### config.mk
export PLATFORM = sky130hd
export DESIGN_NAME = tbp_front
export DESIGN_NICKNAME = d
export VERILOG_FILES = /design/src/rtl/tbp_pkg.sv /design/src/rtl/tbp_front.sv
export SDC_FILE = /design/constraint.sdc
export NUM_CORES = 1
export LEC_CHECK = 0
export BUFFER_PORTS_ARGS = -buffer_cell sky130_fd_sc_hd__buf_4
export CAP_MARGIN = 40
export CELL_PAD_IN_SITES_DETAIL_PLACEMENT = 0
export CELL_PAD_IN_SITES_GLOBAL_PLACEMENT = 1
export CORE_MARGIN = 2
export CORE_UTILIZATION = 40
export DETAILED_ROUTE_END_ITERATION = 7
export PLACE_DENSITY = 0.83
export SKIP_CTS_REPAIR_TIMING = 1
export SKIP_LAST_GASP = 1
export SLEW_MARGIN = 20
export SYNTH_ARGS = -nofsm -noshare
export SYNTH_HDL_FRONTEND = slang
export SYNTH_SLANG_ARGS = --single-unit
### constraint.sdc
create_clock -name clk -period 3.7 [get_ports clk]
set_input_delay 0.185 -clock clk [delete_from_list [all_inputs] [get_ports clk]]
set_output_delay 0.185 -clock clk [all_outputs]
set_load 0.02 [all_outputs]
### src/rtl/tbp_pkg.sv
// Shared types, constants and helper functions for the tournament branch predictor.
package tbp_pkg;

    localparam int INDEX_BITS  = 10;
    localparam int HIST_BITS   = 10;
    localparam int TBL_DEPTH   = 1 << INDEX_BITS;
    localparam int CTR_BITS    = 2;
    localparam int QUEUE_DEPTH = 2;
    localparam int QPTR_BITS   = $clog2(QUEUE_DEPTH);

    typedef logic [INDEX_BITS-1:0] idx_t;
    typedef logic [HIST_BITS-1:0]  hist_t;
    typedef logic [CTR_BITS-1:0]   ctr_t;

    localparam logic KIND_LOOKUP = 1'b0;
    localparam logic KIND_UPDATE = 1'b1;

    localparam ctr_t CTR_MAX   = '1;
    localparam ctr_t CTR_MIN   = '0;
    localparam ctr_t CTR_TAKEN = ctr_t'(2);

    typedef struct packed {
        logic        kind;
        logic [31:0] branch_address;
        logic        outcome_taken;
    } req_t;

    typedef struct packed {
        logic predict_taken;
        logic chose_global;
        logic local_guess;
        logic global_guess;
    } rsp_t;

    typedef struct packed {
        logic is_update;
        logic taken;
        idx_t index;
    } work_t;

    function automatic idx_t fold_index(logic [31:0] addr);
        logic [29:0] a;
        begin
            a = addr[31:2];
            return idx_t'(a) ^ idx_t'(a >> INDEX_BITS) ^ idx_t'(a >> (2 * INDEX_BITS));
        end
    endfunction

    function automatic idx_t hist_to_idx(hist_t h);
        return idx_t'(h);
    endfunction

    function automatic ctr_t ctr_train(ctr_t c, logic up);
        ctr_t r;
        begin
            r = c;
            if (up)
            begin
                if (c != CTR_MAX)
                    r = c + ctr_t'(1);
            end
            else
            begin
                if (c != CTR_MIN)
                    r = c - ctr_t'(1);
            end
            return r;
        end
    endfunction

    function automatic logic ctr_high(ctr_t c);
        return c >= CTR_TAKEN;
    endfunction

endpackage

### src/rtl/tbp_front.sv
// Front end: accepts requests, folds the address into a table index and queues the work.
module tbp_front (
    input  logic          clk,
    input  logic          rst_n,
    input  logic          push,
    output logic          full,
    input  tbp_pkg::req_t req,
    input  logic          clearing,
    output logic          item_valid,
    output tbp_pkg::work_t item,
    input  logic          item_take
);
    import tbp_pkg::*;

    work_t                entry_reg [QUEUE_DEPTH];
    logic [QPTR_BITS-1:0] wr_ptr_reg, wr_ptr_next;
    logic [QPTR_BITS-1:0] rd_ptr_reg, rd_ptr_next;
    logic [QPTR_BITS:0]   count_reg, count_next;
    logic                 accept;
    logic                 take;
    work_t                new_item;

    assign full       = (count_reg == (QPTR_BITS+1)'(QUEUE_DEPTH)) || clearing;
    assign accept     = push && !full;
    assign item_valid = (count_reg != '0);
    assign take       = item_valid && item_take;
    assign item       = entry_reg[rd_ptr_reg];

    always_comb
    begin
        new_item.is_update = (req.kind == KIND_UPDATE);
        new_item.taken     = req.outcome_taken;
        new_item.index     = fold_index(req.branch_address);
    end

    always_comb
    begin
        wr_ptr_next = accept ? wr_ptr_reg + QPTR_BITS'(1) : wr_ptr_reg;
        rd_ptr_next = take ? rd_ptr_reg + QPTR_BITS'(1) : rd_ptr_reg;
        count_next  = count_reg;
        if (accept && !take)
            count_next = count_reg + (QPTR_BITS+1)'(1);
        else if (take && !accept)
            count_next = count_reg - (QPTR_BITS+1)'(1);
    end

    always_ff @(posedge clk or negedge rst_n)
    begin
        if (!rst_n)
        begin
            wr_ptr_reg <= '0;
            rd_ptr_reg <= '0;
            count_reg  <= '0;
        end
        else
        begin
            wr_ptr_reg <= wr_ptr_next;
            rd_ptr_reg <= rd_ptr_next;
            count_reg  <= count_next;
        end
    end

    always_ff @(posedge clk)
    begin
        if (accept)
            entry_reg[wr_ptr_reg] <= new_item;
    end

endmodule

==> impl_metrics.env, run 1 <==
export IMPL_syn_area_per_cell_um2=16.7
export IMPL_vias=750
export IMPL_final_cells=175
export IMPL_yosysSeqAreaShare_pct=64.6
export IMPL_cts_buffers=3
export IMPL_max_freq_ghz=0.558
export IMPL_synth_most_common_cell="edfxtp_1"
export IMPL_critical_path_class="flip-flop to output pin"
export IMPL_io_buffers=50
export IMPL_synth_distinct_cells=15
export IMPL_drt_pass1_iterations=3
export IMPL_crit_buf_inv=1
export IMPL_route_detailed_drc=0
export IMPL_tns_ns=0
export IMPL_netlist_area_um2=1270
export IMPL_synth_adder_area_share_pct=0.984
export IMPL_die_area_um2=3650
export IMPL_h_tree_depth=1
export IMPL_synth_async_reset_ratio_pct=14.3
export IMPL_synth_simple_area_share_pct=5.41
export IMPL_gp_congestion=0.698
export IMPL_area_growth_pct=38.5
export IMPL_ir_worst_vdd_mv=0.205
export IMPL_grt_max_degree=17
export IMPL_finalSetupViolCount=0
export IMPL_r2r_start="count_reg[0]"
export IMPL_clk_latency_ns=0.33
export IMPL_worst_pin_slew_ns=0.579
export IMPL_overflow=0
export IMPL_yosys_most_used_dff="edfxtp_1"
export IMPL_cp_depth=2
export IMPL_nets=172
export IMPL_clock_sinks=28
export IMPL_dpl_hpwl_mm=1.64
export IMPL_startpoint="rd_ptr_reg"
export IMPL_cp_start_kind="flip-flop"
export IMPL_rsz0062_at_grt="no"
export IMPL_outcome="complete, no violations"
export IMPL_routedWlPerCell_um=11.6
export IMPL_diodes=0
export IMPL_synth_common_cells="edfxtp_1, xnor2_1, mux2_2"
export IMPL_critPathArrivalTime_ns=1.61
export IMPL_timing_final_max_slew_violations=0
export IMPL_drt_iter0_drc=14
export IMPL_yosysTopAreaCellShare_pct=56.7
export IMPL_synthMuxAreaShare_pct=10.6
export IMPL_grt_first_pass_wirelength_mm=3.15
export IMPL_leakagePower_nw=0.701
export IMPL_finalHoldViolations=0
export IMPL_skew_ns=0.00448
export IMPL_largest_reg_flops=24
export IMPL_antenna_found_initial=0
export IMPL_coreArea_um2=3030
export IMPL_rows=20
export IMPL_r2r_cells=4
export IMPL_slowest_stage="dfrtp_1"
export IMPL_ios=53
export IMPL_crit_end="item[0]"
export IMPL_postRouteAntennaNets=0
export IMPL_path_cells="mux2_2 -> buf_4"
export IMPL_track_usage_pct=12.2
export IMPL_crit_family="flip-flops"
export IMPL_finalCriticalPeriod_ns=1.79
export IMPL_r2r_setup_slack_ns=1.98
export IMPL_cp_slowest_stage_delay_ns=0.71
export IMPL_viasPerCell=4.29
export IMPL_synth_compound_area_share_pct=0
export IMPL_cap_violations=0
export IMPL_initial_utilization_pct=42.0
export IMPL_worstPathMaxFanout=13
export IMPL_grt_pass1_vias=752
export IMPL_ys_warn_count=0
export IMPL_p_total_mw=1.07
export IMPL_dp_cells=170
export IMPL_clockBufferDepth=2
export IMPL_ys_seq_elements=28
export IMPL_cts_tree="built"
export IMPL_yosysTopAreaCell="edfxtp_1"
export IMPL_synthTopCellsByArea="edfxtp_1, xnor2_1, mux2_2"
export IMPL_clk_pin_slew_ns=0.15
export IMPL_finalCritPeriodShare_pct=48.5
export IMPL_synth_edf_count=24
export IMPL_synth_top_family_by_area="XOR/XNOR gates"
export IMPL_postSynthCellCount=76
export IMPL_die_w_um=60.4
export IMPL_max_slew_margin_pct=61.2
export IMPL_cts_root_buf="clkbuf_4"
export IMPL_synthXorXnorAreaFrac_pct=17.2
export IMPL_synth_nets=116
export IMPL_drt_total_wl_mm=2.03
export IMPL_r2r_end="entry_reg[0][3]"
export IMPL_crit_path_end_kind="output pin"
export IMPL_powerDensity_nw_per_um2=606
export IMPL_die_y_um=60.4
export IMPL_drive_above_1_share_pct=55.0
export IMPL_critical_path_required_ns=3.51
export IMPL_hold_class="input pin to flip-flop"
==> logic make-up (layout without fill, tap and decap cells) <==
family	count (synthesis)	in the layout
xor+xnor	25	25
simple gates	8	8
fa+ha+maj	1	1
mux	12	12
buf+inv	2	57
flops	28	28
==> report_power, final <==
| group | leakage [nW] | total (mW) | internal [mW] | switching (mW) |
|---|---|---|---|---|
| combinational | 0.407 | 0.398 | 0.217 | 0.181 |
| clock | 0.0279 | 0.201 | 0.110 | 0.0912 |
| sequential | 0.266 | 0.468 | 0.413 | 0.0554 |
==> placed cells by master (no fill, tap or decap), types with 2 or more instances in the layout <==
master,count
nor2_1,2
mux2_2,12
edfxtp_1,24
dfrtp_1,4
xnor2_1,23
clkbuf_4,3
xor2_1,2
buf_4,51
==> final cells by class <==
type                       count  area [um2]
fill                         243        1270
clock buffer                   3        22.5
clock inverter                 1        30.0
inverter                       1        3.75
multi-input combinational     46         435
tap                           44        55.1
sequential                    28         821
timing repair buffer          52         393
==> worst min-delay path by stage <==
stage / from / end / cells after the start
floorplan: rst_n / count_reg[0] / 0
global placement: rst_n / count_reg[0] / 1
detailed placement: rst_n / count_reg[0] / 1
CTS: rst_n / count_reg[0] / 1
global route: req[0] / entry_reg[1][10] / 1
finish: req[0] / entry_reg[0][10] / 1
==> per-layer routing <==
metal | wire length [um] | GRT usage (%) | share of wire (%)
met5 | 0 | 0 | 0
met2 | 1040 | 21.0 | 51
met1 | 799 | 13.2 | 39
met4 | 33 | 5.71 | 1.6
met3 | 154 | 4.69 | 7.6
==> metrics by stage <==
| stage | hold slack (ns) | util, % | cell area, um2 | setup WS [ns] |
|---|---|---|---|---|
| floorplan | -0.111 | - | 1270 | 2.15 |
| global route | 0.00410 | 58.1 | 1760 | 1.81 |
| CTS | -0.382 | 57.8 | 1750 | 1.89 |
| detailed placement | -0.0138 | 56.1 | 1700 | 1.96 |
| global placement | -0.0155 | 55.8 | 1690 | 1.85 |
| finish | 0.0235 | 58.1 | 1760 | 1.91 |
No activity file was read; power rests on OpenSTA's default activity.
==> run 2, diff against run 1 <==
Settings changed: CORE_UTILIZATION 40 to 37, PLACE_DENSITY 0.83 to 0.78.
Clock period 3.7 ns to 1.8 ns, I/O delays scaled along.
==> run 2 against run 1 <==
- combinational power increased by 110%
- sequential share of layout area down 0.74 points
- count of clock-buffer cells in the layout unchanged
- utilization down 4.0 points
- power grew 110%
- clock power is 100% higher
- first-iteration DRC count rose to 2.6 times the previous value
- register-to-register slack got worse by 1.6 ns
- design area increased by 1.8%
- die area up 7.6%
- sequential cell count did not move
- hold slack improved by 0.0077 ns
==> impl_metrics.env, run 2 (synthesis results as in run 1) <==
export IMPL_cts_buffers=3
export IMPL_dpl_hpwl_mm=1.61
export IMPL_clk_pin_slew_ns=0.14
export IMPL_crit_end="item[11]"
export IMPL_r2r_start="count_reg[0]"
export IMPL_ios=53
export IMPL_cts_tree="built"
export IMPL_placed_area_um2=1710
export IMPL_critical_path_required_ns=1.71
export IMPL_outcome="complete, no violations"
export IMPL_crit_path_end_kind="output pin"
export IMPL_clock_sinks=28
export IMPL_critical_path_class="flip-flop to output pin"
export IMPL_rsz0062_at_grt="no"
export IMPL_routedWlPerCell_um=12.0
export IMPL_min_from="item_take"
export IMPL_grt_pass1_vias=827
export IMPL_overflow=0
export IMPL_clk_latency_ns=0.32
export IMPL_worstPathMaxFanout=13
export IMPL_startpoint="rd_ptr_reg"
export IMPL_drt_iter0_drc=37
export IMPL_layout_cells_most_common="buf_4"
export IMPL_tns_ns=0
export IMPL_skew_ns=0.00239
export IMPL_critPathArrivalTime_ns=1.44
export IMPL_dp_cells=173
export IMPL_nets=175
export IMPL_finalHoldViolations=0
export IMPL_final_cells=180
export IMPL_finalSetupViolCount=0
export IMPL_route_detailed_drc=0
export IMPL_drive_above_1_share_pct=55.2
export IMPL_drt_total_wl_mm=2.15
export IMPL_postRouteAntennaNets=0
export IMPL_drt_pass1_iterations=3
export IMPL_antenna_found_initial=0
export IMPL_vias=777
export IMPL_fin_area_um2=1790
export IMPL_finalCriticalPeriod_ns=1.53
export IMPL_cp_slowest_stage_delay_ns=0.58
export IMPL_path_cells="mux2_2 -> buf_4"
export IMPL_track_usage_pct=11.6
export IMPL_die_w_um=62.6
export IMPL_area_growth_pct=40.9
export IMPL_slowest_stage="dfrtp_2"
export IMPL_n_fill_cell=293
export IMPL_final_cell_mix="buf_4, edfxtp_1, xnor2_1"
export IMPL_grt_max_degree=17
export IMPL_cts_root_buf="clkbuf_4"
export IMPL_cp_start_kind="flip-flop"
export IMPL_hold_class="input pin to flip-flop"
export IMPL_timing_final_max_slew_violations=0
export IMPL_ir_worst_vdd_mv=0.432
export IMPL_worst_pin_slew_ns=0.309
export IMPL_max_slew_margin_pct=79.4
export IMPL_largest_reg_flops=24
export IMPL_die_y_um=62.6
export IMPL_gp_congestion=0.671
export IMPL_powerDensity_nw_per_um2=1220
export IMPL_die_area_um2=3920
export IMPL_io_buffers=50
export IMPL_grt_first_pass_wirelength_mm=3.56
export IMPL_cap_violations=0
export IMPL_p_total_mw=2.19
export IMPL_rows=21
export IMPL_viasPerCell=4.32
export IMPL_r2r_setup_slack_ns=0.40
export IMPL_finalCritPeriodShare_pct=85.2
export IMPL_r2r_cells=6
export IMPL_r2r_end="count_reg[1]"
export IMPL_h_tree_depth=1
export IMPL_initial_utilization_pct=38.4
export IMPL_coreArea_um2=3310
export IMPL_diodes=0
export IMPL_max_freq_ghz=0.652
export IMPL_leakagePower_nw=0.713
export IMPL_clockBufferDepth=2
run 2: cell count changes in the layout (fill, tap and decap cells not counted):
cell / change
buf_4: +1
dfrtp_1: -1
dfrtp_2: +1
dlygate4sd3_1: +2
run 2: worst max-delay path: cells and delay by family (launching register included):
| family | cells | cell delay, ns |
|---|---|---|
| buf+inv | 1 | 0.16 |
| flops | 1 | 0.58 |
| mux | 1 | 0.38 |
run 2: worst min-delay path by stage:
| stage | endpoint | slack, ns | cells after the start |
|---|---|---|---|
| after floorplan | count_reg[0] | -0.21 | 0 |
| after global placement | count_reg[0] | -0.11 | 1 |
| after detailed placement | count_reg[0] | -0.11 | 1 |
| after CTS | wr_ptr_reg | -0.48 | 1 |
| after global routing | rd_ptr_reg | 0.02 | 3 |
| final | rd_ptr_reg | 0.03 | 3 |
run 2: metal layers:
layer  vias up  share of wire, %  global-route usage (%)  routed length, um
met5         -                 0                       0                  0
met1       372                34                    11.1                723
li1        382                 -                       -                  -
met2        21                61                    23.3               1300
met4         0               1.3                    6.67                 28
met3         2               4.4                    1.62                 94
run 2: final cells by class:
| cell class | count | area (um2) | area share [%] |
|---|---|---|---|
| tap | 46 | 57.6 | 3.21 |
| inverter | 1 | 3.75 | 0.209 |
| sequential | 28 | 822 | 45.9 |
| multi-input combinational | 46 | 435 | 24.3 |
| clock buffer | 3 | 22.5 | 1.26 |
| timing repair buffer | 55 | 420 | 23.5 |
| clock inverter | 1 | 30.0 | 1.68 |
run 2: stage by stage:
stage / hold WS (ns) / util [%] / worst slack [ns]
finish: 0.0312 / 54.1 / 0.266
global route: 0.0217 / 54.1 / 0.179
CTS: -0.478 / 53.2 / 0.0674
detailed placement: -0.108 / 51.6 / 0.412
global placement: -0.111 / 51.6 / 0.434
floorplan: -0.206 / - / 0.245
run 2: power by group:
group / internal (mW) / switching, mW / total, mW / leakage [nW]
clock network: 0.225 / 0.176 / 0.401 / 0.0279
registers: 0.851 / 0.115 / 0.965 / 0.265
logic: 0.454 / 0.374 / 0.828 / 0.420
